$ cat src/rtl/ybd_pkg.sv
// Shared constants, types and anchor table for the YOLO box decoder.
package ybd_pkg;

    localparam int unsigned ANCHORS_PER_LAYER = 3;

    // configuration register indexes
    localparam logic [2:0] CFG_CONF_THRESHOLD = 3'd0;
    localparam logic [2:0] CFG_ZERO_POINT_A   = 3'd1;
    localparam logic [2:0] CFG_ZERO_POINT_B   = 3'd2;
    localparam logic [2:0] CFG_SCALE_A        = 3'd3;
    localparam logic [2:0] CFG_SCALE_B        = 3'd4;
    localparam logic [2:0] CFG_CELL_PIXELS_A  = 3'd5;
    localparam logic [2:0] CFG_CELL_PIXELS_B  = 3'd6;

    localparam logic [15:0] CONF_THRESHOLD_RST = 16'd45875;
    localparam logic [23:0] SCALE_RST          = 24'd65536;
    localparam logic [8:0]  CELL_PIXELS_A_RST  = 9'd32;
    localparam logic [8:0]  CELL_PIXELS_B_RST  = 9'd16;

    localparam int unsigned DIV_STEPS = 17;   // quotient bits of 2^32 / (65536 + e)
    localparam int unsigned EXP_LAT   = 6;

    localparam logic [11:0] COORD_MAX = 12'hFFF;

    typedef struct packed {
        logic       valid;
        logic [5:0] row;
        logic [5:0] col;
        logic       layer;
        logic [1:0] slot;
    } t_meta;

    typedef struct packed {
        logic [31:0] ew;
        logic [31:0] eh;
    } t_exp_pair;

    // anchor sizes in Q16 pixels
    function automatic logic [22:0] anchor_w(input logic layer, input logic [1:0] slot);
        logic [22:0] v;
        case ({layer, slot})
            3'b000:  v = 23'd5414912;
            3'b001:  v = 23'd1938773;
            3'b010:  v = 23'd699051;
            3'b100:  v = 23'd2599595;
            3'b101:  v = 23'd3730091;
            3'b110:  v = 23'd1409024;
            default: v = 23'd0;
        endcase
        return v;
    endfunction

    function automatic logic [22:0] anchor_h(input logic layer, input logic [1:0] slot);
        logic [22:0] v;
        case ({layer, slot})
            3'b000:  v = 23'd7247796;
            3'b001:  v = 23'd4805973;
            3'b010:  v = 23'd1194212;
            3'b100:  v = 23'd2796203;
            3'b101:  v = 23'd4252558;
            3'b110:  v = 23'd2126279;
            default: v = 23'd0;
        endcase
        return v;
    endfunction

endpackage

$ cat src/rtl/ybd_recip.sv
// Pipelined restoring divider for sigmoid: 2^32 / (65536 + e), one bit a stage.
module ybd_recip (
    input  logic        i_clk,
    input  logic        i_en,
    input  logic [31:0] i_e,
    output logic [15:0] o_q
);
    import ybd_pkg::*;

    logic [33:0] r_rem [DIV_STEPS];
    logic [32:0] r_den [DIV_STEPS];
    logic [16:0] r_q   [DIV_STEPS];
    logic [32:0] den0;
    logic [33:0] sh0;

    assign den0 = 33'(i_e) + 33'd65536;
    assign sh0  = 34'h1_0000;   // leading numerator bits, shifted once

    always_ff @(posedge i_clk) begin
        if (i_en) begin
            r_den[0] <= den0;
            if (sh0 >= 34'(den0)) begin
                r_rem[0] <= sh0 - 34'(den0);
                r_q[0]   <= 17'd1;
            end else begin
                r_rem[0] <= sh0;
                r_q[0]   <= 17'd0;
            end
            for (int k = 1; k < DIV_STEPS; k++) begin
                r_den[k] <= r_den[k-1];
                if ({r_rem[k-1][32:0], 1'b0} >= 34'(r_den[k-1])) begin
                    r_rem[k] <= {r_rem[k-1][32:0], 1'b0} - 34'(r_den[k-1]);
                    r_q[k]   <= {r_q[k-1][15:0], 1'b1};
                end else begin
                    r_rem[k] <= {r_rem[k-1][32:0], 1'b0};
                    r_q[k]   <= {r_q[k-1][15:0], 1'b0};
                end
            end
        end
    end

    assign o_q = r_q[DIV_STEPS-1][16] ? 16'hFFFF : r_q[DIV_STEPS-1][15:0];
endmodule
$ cat config.mk
export PLATFORM = sky130hd
export DESIGN_NAME = ybd_recip
export DESIGN_NICKNAME = d
export VERILOG_FILES = /design/src/rtl/ybd_pkg.sv /design/src/rtl/ybd_recip.sv
export SDC_FILE = /design/constraint.sdc
export NUM_CORES = 2
export LEC_CHECK = 0
export ABC_AREA = 0
export BUFFER_PORTS_ARGS = -buffer_cell sky130_fd_sc_hd__clkbuf_2
export CORE_MARGIN = 4
export CORE_UTILIZATION = 55
export CTS_BUF_LIST = sky130_fd_sc_hd__clkbuf_4 sky130_fd_sc_hd__clkbuf_8
export CTS_CLUSTER_SIZE = 16
export DETAILED_ROUTE_END_ITERATION = 10
export PLACE_DENSITY = 0.73
export SLEW_MARGIN = 10
export SYNTH_ARGS = -nofsm -noshare
export SYNTH_HDL_FRONTEND = slang
export SYNTH_SLANG_ARGS = --single-unit
$ cat constraint.sdc
create_clock -name i_clk -period 9.7 [get_ports i_clk]
set_input_delay 0.97 -clock i_clk [delete_from_list [all_inputs] [get_ports i_clk]]
set_output_delay 0.97 -clock i_clk [all_outputs]
set_load 0.02 [all_outputs]
-- Yosys cells after proc, flatten, opt, wreduce, memory -nomap -nowiden
Memory sizes are Yosys's and may differ from the RTL's.
Index checks and enable logic that the tools add are counted.
- order comparisons: 17
- muxes and demuxes: 139
- add/subtract/negate cells: 18
- bitwise logic cells: 34
- operator list (operator ; number):
    $mux W34 ; 17
    $ge A34 B33 Y1 ; 16
    $sub A34 B33 Y34 ; 16
    $mux W17 ; 17
    $mux W1 ; 104
    $or A1 B1 Y1 ; 34
    $sub A17 B33 Y34 const A ; 1
    $add A32 B17 Y33 const B ; 1
    $ge A17 B33 Y1 const A ; 1
    $mux W16 ; 1
- bits in writable memories: 1428
- output and inout bits: 16
- word-level logic and storage cells: 211
- register bits after elaboration: 0
- memories: 3
- memory list (name ; depth ; width ; rd ports ; clocked after Yosys merged registers in ; write ports ; RTL line ; source):
    r_rem ; 17 ; 34 ; 16 ; 0 ; 17 ; ybd_recip.sv:10 ; logic [33:0] r_rem [DIV_STEPS];
    r_den ; 17 ; 33 ; 16 ; 0 ; 17 ; ybd_recip.sv:11 ; logic [32:0] r_den [DIV_STEPS];
    r_q ; 17 ; 17 ; 17 ; 0 ; 17 ; ybd_recip.sv:12 ; logic [16:0] r_q [DIV_STEPS];

-- Logic depth before layout (Yosys ltp)
- depth in word-level cells: 6
- depth in mapped cells: 15
- depth with buffers taken out: 13

-- Least setup slack after synthesis
Ideal clock, no wire load.
- kind: flip-flop to flip-flop
- start point: memory r_den[5][0], in the netlist r_den[0][165]
- end point: memory r_rem[6][14] (data pin)
- required time: 9.440 ns
- stages on the path, launching flop included: 12
- arrival time: 3.405 ns
- path slack: 6.036 ns
- cell sequence: edfxtp_1 fa_1 and2b_1 o21ai_1 a2111oi_2 nor4_1 or3_1 a41oi_2 a31oi_2 o41ai_4 buf_6 mux2_2
- RTL lines (what ; RTL line):
    start, declared ; ybd_recip.sv:11
    end, declared ; ybd_recip.sv:10

==> metrics.yaml <==
grt_max_degree: 213
cts_tree: "done"
cts.sinks: 1209
num-fill-cells: 10400
insertion_delay_ps: 890
vias_per_cell: 5.71
cts-htree-levels: 4
synth.top_cell.area_share: 0.508
synth-async-reset-ratio: 0
fmax_mhz: 216
timing.rr.start: "r_den[0][396]"
rsz0062_at_grt: "false"
yosysSeqAreaShare: 0.508
setup_viol_count_final: 0
fin_setup_tns_ps: 0
core_area_mm2: 0.128
max-vdd-ir-drop_uv: 152
port_buffers: 49
min_path_type: "input pin to flop"
fin_skew_ps: 31.6
cts.repair.resized: 0
syn_area_mm2: 0.0714
avgRoutedWirePerCell_um: 18.2
holdCritStartpoint: "i_e[5]"
whs_path_depth: 1
yosysWarnings: 0
drt-total-wl_mm: 155
power.density_mw_per_mm2: 308
numCtsBuffers: 205
grt_pass1_vias: 50800
routed-via-count: 48600
outcome: "completed"
slowest_stage: "o31ai_1"
startpoint: "r_den[0][396]"
worst_pin_slew_ps: 1130
yosysUniqueCellTypes: 89
dpl.hpwl_mm: 117
hold_violations: 0
initial_core_util: 0.556
cap_violations: 0
yosys.area.top_type: "edfxtp_1"
grt_pass1_wl_mm: 250
path_cells: "fa_1, nor2b_1, o21ai_0, a21boi_0, nor4_1, o211ai_1, nand3_1, o31ai_1, a311oi_1, o21ai_2, buf_4, mux2_2"
crit_type: "flop to flop"
fin_crit_sh: 0.478
ant_nets: 0
drt_pass1_iterations: 7
synth_seq_cells: 1209
cts_root_buf: "clkbuf_8"
drtIter0Drc: 2644
synth.avg_cell_area_um2: 11.0
ys.flop_type: "edfxtp_1"
drive_above_1_share: 0.107
dieHeight_um: 368
dieWidth_um: 368
post-cts-setup-buffer-count: 0
die_area_mm2: 0.136
num_rows: 131
overflow: 0
p_leak_uw: 0.0318
syn_inst: 6514
cts_hold_buf: 0
ios: 50
crit_required_ps: 10340
cp_max_fo: 31
synth_common_cells: "edfxtp_1 (1208), inv_1 (676), a21oi_1 (568), ha_1 (531), nor2_1 (460)"
grtUsageTotal: 0.228
nNetsFinal: 7199
synth_area_leaders: "edfxtp_1 (51%), ha_1 (9.3%), mux2_2 (4.0%)"
relSlewSlack: 0.241
gp_congestion: 0.959
clockBufferDepth: 3
grt_antenna_before_repair: 4
synthesis.nets: 7094
drc: 0
critPathMaxStageDelay_ps: 660
min_period_ps: 4640
reg2reg_depth: 12
synth_edf_count: 1208
startpoint_type: "flop"
arrival_ps: 5280
power_uw: 23800
clk_pin_slew_ps: 60
syn_to_final_growth_pct: 8.29
slew_viol_final: 0
cp-end-kind: "flop"
post-synth-top-count-cell: "edfxtp_1"
[metal layers]
| metal | up-vias | track usage | part of all wire |
|---|---|---|---|
| met1 | 22900 | 0.206 | 0.34 |
| met3 | 551 | 0.0332 | 0.030 |
| met4 | 0 | 0.149 | 0.070 |
| li1 | 24000 | - | - |
| met2 | 1087 | 0.461 | 0.56 |
| met5 | - | 0 | 0 |
[state kept, by name, indices dropped and copies added (netlist names)]
signal and flops:
r_rem 528, r_q 153, r_den 528
[kinds of logic (layout without fill, tap and decap cells)]
group,count (synthesis),count (layout),synth area share
multiplexers,277,277,0.0433
buffers and inverters,866,1129,0.0467
other,0,5,0
flip-flops,1209,1209,0.508
AO/OA/AOI/OAI,1662,1662,0.147
adder cells (fa/ha/maj),546,546,0.0972
AND/OR/NAND/NOR,1495,1495,0.101
XOR/XNOR,459,459,0.0563
[worst paths after layout]
| kind | endpoint | slack [ps] |
|---|---|---|
| worst max-delay path | r_rem[13][2] | 5060 |
| worst min register to register | r_q[11][1] | 410 |
| worst min-delay path | r_den[0][5] | 300 |
| worst max register to register | r_rem[13][2] | 5060 |
[layout make-up]
type | instances | area [um2] | area share
clock buffers | 281 | 3400 | 0.0440
well taps | 1729 | 2160 | 0.0280
multi-input cells | 4439 | 31800 | 0.412
inverters | 678 | 2540 | 0.0329
clock inverters | 84 | 469 | 0.00607
repair buffers | 86 | 596 | 0.00770
flip-flops and latches | 1209 | 36300 | 0.469
diodes | 5 | 12.5 | 0.000162
[worst max-delay path, delay by kind of cell, from the launching register on]
| kind | cells | cell delay (ps) |
|---|---|---|
| multiplexers | 1 | 400 |
| buffers and inverters | 1 | 410 |
| adder cells (fa/ha/maj) | 1 | 460 |
| AND/OR/NAND/NOR | 3 | 580 |
| AO/OA/AOI/OAI | 6 | 2030 |
| flip-flops | 1 | 460 |
[cells in the final DEF (no fill, tap or decap), types with 42 or more instances in the layout]
cell / n
xor2_1: 158
nor2_1: 459
ha_1: 531
nor2b_1: 73
o21bai_1: 71
inv_1: 676
xnor2_1: 301
o31ai_1: 42
nand2b_1: 76
a21o_1: 256
edfxtp_1: 1208
mux2_2: 255
and3_1: 63
nand2_1: 350
clkbuf_8: 207
o21a_1: 77
clkbuf_4: 74
o21ai_0: 307
clkinv_1: 53
nand4_1: 86
a21oi_1: 568
clkbuf_2: 48
and2_1: 50
a31oi_1: 61
nor3_1: 73
nand3_1: 124
[through the flow]
step | utilization | std cells | cell area, um2 | hold slack [ps] | setup slack [ps]
finish | 0.602 | 8511 | 77300 | 296 | 5060
CTS | 0.602 | 8506 | 77300 | 187 | 5120
detailed placement | 0.572 | 8141 | 73400 | 405 | 5110
global placement | 0.572 | 8141 | 73400 | 401 | 5180
floorplan | - | 6514 | 71400 | 400 | 6040
global route | 0.602 | 8510 | 77300 | 206 | 4690
[where the power goes]
group / switching (uW) / internal (uW)
clock: 2040 / 2290
combinational: 6140 / 4980
sequential: 690 / 7650
total: 8860 / 14900
Note: power is estimated with default switching activity, not from simulation.
