## src/rtl/ybd_pkg.sv

```systemverilog
// Shared constants, types and anchor table for the YOLO box decoder.
package ybd_pkg;

    localparam int unsigned ANCHORS_PER_LAYER = 3;

    // configuration register indexes
    localparam logic [2:0] CFG_CONF_THRESHOLD = 3'd0;
    localparam logic [2:0] CFG_ZERO_POINT_A   = 3'd1;
    localparam logic [2:0] CFG_ZERO_POINT_B   = 3'd2;
    localparam logic [2:0] CFG_SCALE_A        = 3'd3;
    localparam logic [2:0] CFG_SCALE_B        = 3'd4;
    localparam logic [2:0] CFG_CELL_PIXELS_A  = 3'd5;
    localparam logic [2:0] CFG_CELL_PIXELS_B  = 3'd6;

    localparam logic [15:0] CONF_THRESHOLD_RST = 16'd45875;
    localparam logic [23:0] SCALE_RST          = 24'd65536;
    localparam logic [8:0]  CELL_PIXELS_A_RST  = 9'd32;
    localparam logic [8:0]  CELL_PIXELS_B_RST  = 9'd16;

    localparam int unsigned DIV_STEPS = 17;   // quotient bits of 2^32 / (65536 + e)
    localparam int unsigned EXP_LAT   = 6;

    localparam logic [11:0] COORD_MAX = 12'hFFF;

    typedef struct packed {
        logic       valid;
        logic [5:0] row;
        logic [5:0] col;
        logic       layer;
        logic [1:0] slot;
    } t_meta;

    typedef struct packed {
        logic [31:0] ew;
        logic [31:0] eh;
    } t_exp_pair;

    // anchor sizes in Q16 pixels
    function automatic logic [22:0] anchor_w(input logic layer, input logic [1:0] slot);
        logic [22:0] v;
        case ({layer, slot})
            3'b000:  v = 23'd5414912;
            3'b001:  v = 23'd1938773;
            3'b010:  v = 23'd699051;
            3'b100:  v = 23'd2599595;
            3'b101:  v = 23'd3730091;
            3'b110:  v = 23'd1409024;
            default: v = 23'd0;
        endcase
        return v;
    endfunction

    function automatic logic [22:0] anchor_h(input logic layer, input logic [1:0] slot);
        logic [22:0] v;
        case ({layer, slot})
            3'b000:  v = 23'd7247796;
            3'b001:  v = 23'd4805973;
            3'b010:  v = 23'd1194212;
            3'b100:  v = 23'd2796203;
            3'b101:  v = 23'd4252558;
            3'b110:  v = 23'd2126279;
            default: v = 23'd0;
        endcase
        return v;
    endfunction

endpackage

```

## src/rtl/ybd_exp.sv

```systemverilog
// Pipelined fixed-point exp: Q8.16 in, saturated Q16.16 out, six stages.
module ybd_exp (
    input  logic               i_clk,
    input  logic               i_en,
    input  logic signed [24:0] i_d,
    output logic [31:0]        o_e
);
    import ybd_pkg::*;

    logic signed [42:0] prod;
    logic signed [26:0] r_t;
    logic signed [10:0] r_n2, r_n3, r_n4, r_n5;
    logic [15:0]        r_f2, r_f3, r_f4;
    logic [16:0]        r_p2, r_p3, r_p4, r_p5;
    logic [31:0]        r_e;
    logic [25:0]        m1;
    logic [32:0]        m2, m3, m4;
    logic signed [10:0] nn;
    logic [31:0]        n_e;

    // t = d * log2(e) in Q16 fixed point, rounded down
    assign prod = 43'(i_d) * 43'sd94548;
    assign m1   = 26'(r_t[15:0]) * 26'd630;
    assign m2   = 33'(r_p2) * 33'(r_f2);
    assign m3   = 33'(r_p3) * 33'(r_f3);
    assign m4   = 33'(r_p4) * 33'(r_f4);
    assign nn   = -r_n5;

    always_comb begin
        if (!r_n5[10] && r_n5 >= 11'sd15) begin
            n_e = 32'hFFFF_FFFF;
        end else if (!r_n5[10]) begin
            n_e = 32'(r_p5) << r_n5[3:0];
        end else if (r_n5 <= -11'sd32) begin
            n_e = 32'd0;
        end else begin
            n_e = 32'(r_p5) >> nn[4:0];
        end
    end

    always_ff @(posedge i_clk) begin
        if (i_en) begin
            r_t  <= prod[42:16];
            r_n2 <= r_t[26:16];
            r_f2 <= r_t[15:0];
            r_p2 <= 17'd3638 + 17'(m1[25:16]);
            r_n3 <= r_n2;
            r_f3 <= r_f2;
            r_p3 <= 17'd15743 + m2[32:16];
            r_n4 <= r_n3;
            r_f4 <= r_f3;
            r_p4 <= 17'd45426 + m3[32:16];
            r_n5 <= r_n4;
            r_p5 <= 17'd65536 + m4[32:16];
            r_e  <= n_e;
        end
    end

    assign o_e = r_e;
endmodule

```

## config.mk

```make
export PLATFORM = sky130hd
export DESIGN_NAME = ybd_exp
export DESIGN_NICKNAME = d
export VERILOG_FILES = /design/src/rtl/ybd_pkg.sv /design/src/rtl/ybd_exp.sv
export SDC_FILE = /design/constraint.sdc
export NUM_CORES = 2
export LEC_CHECK = 0
export BUFFER_PORTS_ARGS = -buffer_cell sky130_fd_sc_hd__buf_2
export CAP_MARGIN = 20
export CORE_MARGIN = 4
export CORE_UTILIZATION = 40
export DETAILED_ROUTE_END_ITERATION = 10
export GPL_TIMING_DRIVEN = 0
export PLACE_DENSITY = 0.57
export SLEW_MARGIN = 10
export SYNTH_ARGS = -nofsm -noshare
export SYNTH_HDL_FRONTEND = slang
export SYNTH_SLANG_ARGS = --single-unit
```

## constraint.sdc

```tcl
create_clock -name i_clk -period 10.1 [get_ports i_clk]
set_clock_uncertainty 0.15 [all_clocks]
set_input_delay 1.01 -clock i_clk [delete_from_list [all_inputs] [get_ports i_clk]]
set_output_delay 1.01 -clock i_clk [all_outputs]
set_load 0.02 [all_outputs]
```

# Yosys cells after proc, flatten, opt, wreduce, memory -nomap -nowiden
# Cells that the tools add are included.
totals:
  input_bits: 27
  ff_bits: 219
  output_inout_bits: 32
  elab_cells: 31
classes:
  n_mux: 2
  magnitude_cmp: 2
  n_shift: 2
  n_mul: 5
  reduce_logical: 2
  n_addsub: 5
ops:
  columns: ["cell", "count"]
  rows:
  - ["multiplier 17 x 16 -> 33 bit", 3]
  - ["2-to-1 mux 32 bit", 2]
  - ["multiplier 25 x 16 -> 41 bit (second input constant)", 1]
  - ["left shift 17 x 4 -> 32 bit", 1]
  - [">> shifter 17 x 5 -> 32 bit", 1]
  - ["multiplier 16 x 9 -> 25 bit (second input constant)", 1]
  - ["adder 14 x 17 -> 17 bit (first input constant)", 1]
  - ["adder 16 x 17 -> 17 bit (first input constant)", 1]
  - ["adder 17 bit (first input constant)", 1]
  - ["adder 12 x 10 -> 13 bit (first input constant)", 1]
  - ["greater-or-equal comparator 11 x 5 -> 1 bit (second input constant)", 1]
  - ["<= comparator 11 x 6 -> 1 bit (second input constant)", 1]
  - ["negation 5 bit", 1]
  - ["logical AND 1 bit", 1]
  - ["zero test 1 bit", 1]

# Longest topological paths before layout
logic_depth:
  ltp_word: 4
  ltp_mapped: 28
  depth_no_buf: 27

# Worst setup path after synthesis
# OpenSTA, ideal clock, no wires.
synth_path:
  path_kind: "reg-to-reg"
  from: "register r_f3[9]"
  to: "register r_p4[16], data pin"
  slack_ps: 3093
  required_ps: 9690
  stages_incl_launch_ff: 27
  arrival_ps: 6597
  n_path_buf: 2
  setup_ps: 260
  period_less_slack_ps: 7007
  cell_sequence: "edfxtp_1 clkbuf_1 clkbuf_1 nand2_1 fa_1 inv_1 fa_1 inv_1 fa_1 inv_1 fa_1 fa_1 inv_1 fa_1 inv_1 ha_1 a221oi_1 o21a_1 o22ai_1 nand2b_4 or3_4 a2111oi_4 a311oi_2 a21o_1 maj3_2 o211ai_1 xnor2_1"
synth_between:
  elab_chain_len: 2
synth_lines:
  columns: ["element", "line", "source"]
  rows:
  - ["from (decl)", "ybd_exp.sv:13", "logic [15:0] r_f2, r_f3, r_f4;"]
  - ["from (signal assigned)", "ybd_exp.sv:48", "r_f3 <= r_f2;"]
  - ["multiplier 17 x 16 -> 33 bit", "ybd_exp.sv:25", "assign m3 = 33'(r_p3) * 33'(r_f3);"]
  - ["adder 16 x 17 -> 17 bit", "ybd_exp.sv:52", "r_p4 <= 17'd45426 + m3[32:16];"]
  - ["to (signal assigned)", "ybd_exp.sv:52", null]
  - ["to (decl)", "ybd_exp.sv:14", "logic [16:0] r_p2, r_p3, r_p4, r_p5;"]
# No other way between the ends.
# A chain may end at the register's enable or synchronous reset.

# Worst setup path in the final report
layout_path:
  from: "register r_f3[1]"
  to: "register r_p4[16], data pin"
# The elaborated chain is that of the path after synthesis.

==> results.json <==
{
  "worst_path_max_delay_cell": "edfxtp_1",
  "final_core_util_pct": 43.1,
  "fin_nets": 5886,
  "crit_top_cell": "fa_1",
  "synth-seq-cells": 215,
  "yosys-top-cells-area": "fa_1 (35%), ha_1 (16%), edfxtp_1 (15%)",
  "r2r-end": "r_p4[16]",
  "synthesis.area_um2": 43100,
  "nFillCells": 10500,
  "status": "completed",
  "io_buffer_count": 58,
  "yosys_most_used_dff": "edfxtp_1",
  "synth_edf_count": 215,
  "crit_fanout": 10,
  "routed_via_density": 5.04,
  "min_period_ns": 8.42,
  "clock_latency_ns": 0.61,
  "gp_congestion": 0.896,
  "cts_setup_buffers": 0,
  "place_hpwl_um": 85300,
  "path_clk_slew_ns": 0.08,
  "grt_pass1_wl_um": 171000,
  "critPathLaunch": "r_f3[1]",
  "setup-tns-final_ns": 0,
  "cts_buffers": 27,
  "relSlewSlack_pct": 37.4,
  "tightest_slew_ns": 0.937,
  "die_x_um": 336,
  "grt.overflow.total": 0,
  "h-tree-depth": 1,
  "synth.distinct_cells": 88,
  "seq_area_frac_synth_pct": 15.0,
  "synth_nets": 5798,
  "crit_path_start_kind": "flip-flop",
  "vias": 30200,
  "setup_ws_ns": 1.68,
  "core_area_um2": 107000,
  "ys.warnings.count": 0,
  "min_period_over_period_pct": 83.4,
  "syn_inst": 4480,
  "cts.hold.buffers_added": 0,
  "wl_um": 103000,
  "crit_chain": "clkbuf_1, nand2_1, fa_1, fa_1, inv_1, fa_1, fa_1, fa_1, inv_1, fa_1, inv_1, ha_1, buf_2, nand3_1, nor4_1, a211o_1, nand3_1, a211oi_1, o31ai_1, a311oi_2, a21oi_1, o31ai_1, o211ai_1, xnor2_1",
  "die_area_um2": 113000,
  "antenna_found_initial": 3,
  "ff2ff_setup_slack_ns": 1.68,
  "arrival_ns": 8.61,
  "regArea_um2": 6460,
  "syn_to_final_growth_pct": 6.94,
  "yosysTopAreaCell": "fa_1",
  "postRouteAntennaNets": 0,
  "clock-root-buffer": "clkbuf_16",
  "clock.fmax_mhz": 119,
  "required_ns": 10.29,
  "post_route_cells_drive_above_1_share_pct": 3.68,
  "grt_start_max_net_pins": 109,
  "dr.first_iter.drc_count": 1655,
  "maxSlewViolCount": 0,
  "cp_slowest_stage_delay_ns": 0.84,
  "r2r_start": "r_f3[1]",
  "cts_tree": "built",
  "drt-pass1-iter-count": 5,
  "grtUsageTotal_pct": 18.9,
  "grt_pass1_vias": 31700,
  "endpoint_kind": "flip-flop",
  "dp_worst_setup_slack_ns": 1.77,
  "cts.sinks": 215,
  "ff2ff_path_depth": 24,
  "ctsResizeCount": 0,
  "synth_async_sr_flop_share_pct": 0,
  "cts.path.max_buffers": 3,
  "syn_area_per_cell_um2": 9.62,
  "hold_slack_ns": 0.261,
  "start_util_pct": 40.3,
  "rsz0062_at_grt": "false",
  "drc": 0,
  "critPathKind": "flip-flop to flip-flop",
  "fp.dieH_um": 336,
  "synth_top_area_share_pct": 35.1,
  "final-setup-viol-count": 0,
  "report.final.hold_viol_count": 0,
  "crit_end": "r_p4[16]",
  "multi_input_area_um2": 32200,
  "ios": 59,
  "hp-class": "flip-flop to flip-flop",
  "drv_cap": 0,
  "rows": 120,
  "wire_per_inst_um": 17.2
}
-- cells by family (layout without fill, tap and decap cells) --
group	Yosys count	count (layout)	share of synthesized area, %
AO/OA/AOI/OAI	426	426	6.75
XOR/XNOR	114	114	2.32
adder cells (fa/ha/maj)	1292	1292	50.7
buffers and inverters	1180	1287	10.3
flip-flops	215	215	15.0
multiplexers	50	50	1.60
other	1	2	0.00870
AND/OR/NAND/NOR	1202	1202	13.4
-- metrics by stage --
| step | instances | instance area [um2] |
|---|---|---|
| 6_report | 5991 | 46100 |
| 5_1_grt | 5990 | 46100 |
| 3_3_place_gp | 5941 | 45100 |
| 3_5_place_dp | 5942 | 45200 |
| 4_1_cts | 5990 | 46100 |
| 2_1_floorplan | 4480 | 43100 |
-- cell type report --
cell class	count	area share, %
flip-flops and latches	215	14.0
repair buffers	59	0.711
clock inverters	16	0.448
multi-input cells	3085	69.9
plain buffers	152	1.26
inverters	1028	8.37
clock buffers	32	1.51
well taps	1403	3.81
diodes	1	0.00543
-- state kept, by name, summed over array words and instances (netlist names) --
register and count:
r_f3 16, r_n5 11, r_p2 13, r_p4 17, r_f2 16, r_n4 11, r_p5 17, r_t 27
o_e 32, r_n2 11, r_f4 16, r_p3 17, r_n3 11
-- how the worst min path moves through the flow --
stage	from	to	slack (ns)	depth (start not counted)
after floorplan	r_t[16]	r_n2[0]	0.25	0
after global placement	r_t[16]	r_n2[0]	0.25	0
after detailed placement	r_t[19]	r_n2[3]	0.25	0
after CTS	r_n4[0]	r_n5[0]	0.26	0
after global routing	r_n3[2]	r_n4[2]	0.27	0
final	r_n3[2]	r_n4[2]	0.26	0
-- cell usage after synthesis (all sizes together), types with 5 or more instances --
library cell and instances:
a2111oi 8, a211o 10, a211oi 19, a21boi 6, a21o 43, a21oi 123, a221oi 11, a22oi 5
a31oi 12, and2 313, and3 18, buf 11, clkbuf 141, edfxtp 215, fa 755, ha 536
inv 1027, mux2 11, mux2i 25, mux4 14, nand2 556, nand2b 12, nand3 48, nand3b 7
nand4 24, nor2 119, nor2b 19, nor3 46, nor4 9, o2111ai 6, o211ai 27, o21a 20
o21ai 74, o21bai 7, o22ai 5, o311ai 5, o31ai 6, or2 12, or3 9, xnor2 71
xor2 43
-- layout by cell type (no fill, tap or decap), types with 25 or more instances in the layout --
cell type	n
ha_1	536
fa_1	755
o211ai_1	25
mux2i_1	25
nor3_1	43
and2_1	313
clkbuf_16	27
clkbuf_1	146
a21oi_1	119
inv_1	1027
xnor2_1	71
a21o_1	43
nor2_1	119
xor2_1	43
nand3_1	48
o21ai_0	65
buf_2	61
nand2_1	556
edfxtp_1	215
-- metal layers --
metal / global-route usage (%) / up-vias / wire [um]
met5: 0 / - / 22
met4: 4.10 / 4 / 2590
met1: 26.2 / 15300 / 46300
li1: - / 14200 / -
met2: 32.1 / 591 / 49600
met3: 1.86 / 130 / 4530
-- worst max-delay path: cells and delay by family (launching register included) --
kind	cells	cell delay (ns)
XOR/XNOR	1	0.15
AND/OR/NAND/NOR	4	0.90
AO/OA/AOI/OAI	7	1.98
adder cells (fa/ha/maj)	7	3.34
buffers and inverters	5	0.76
flip-flops	1	0.84
Power is left out: the tool's default activity adds up to more than one toggle a clock period on the data nets, which glitch-free logic cannot reach.
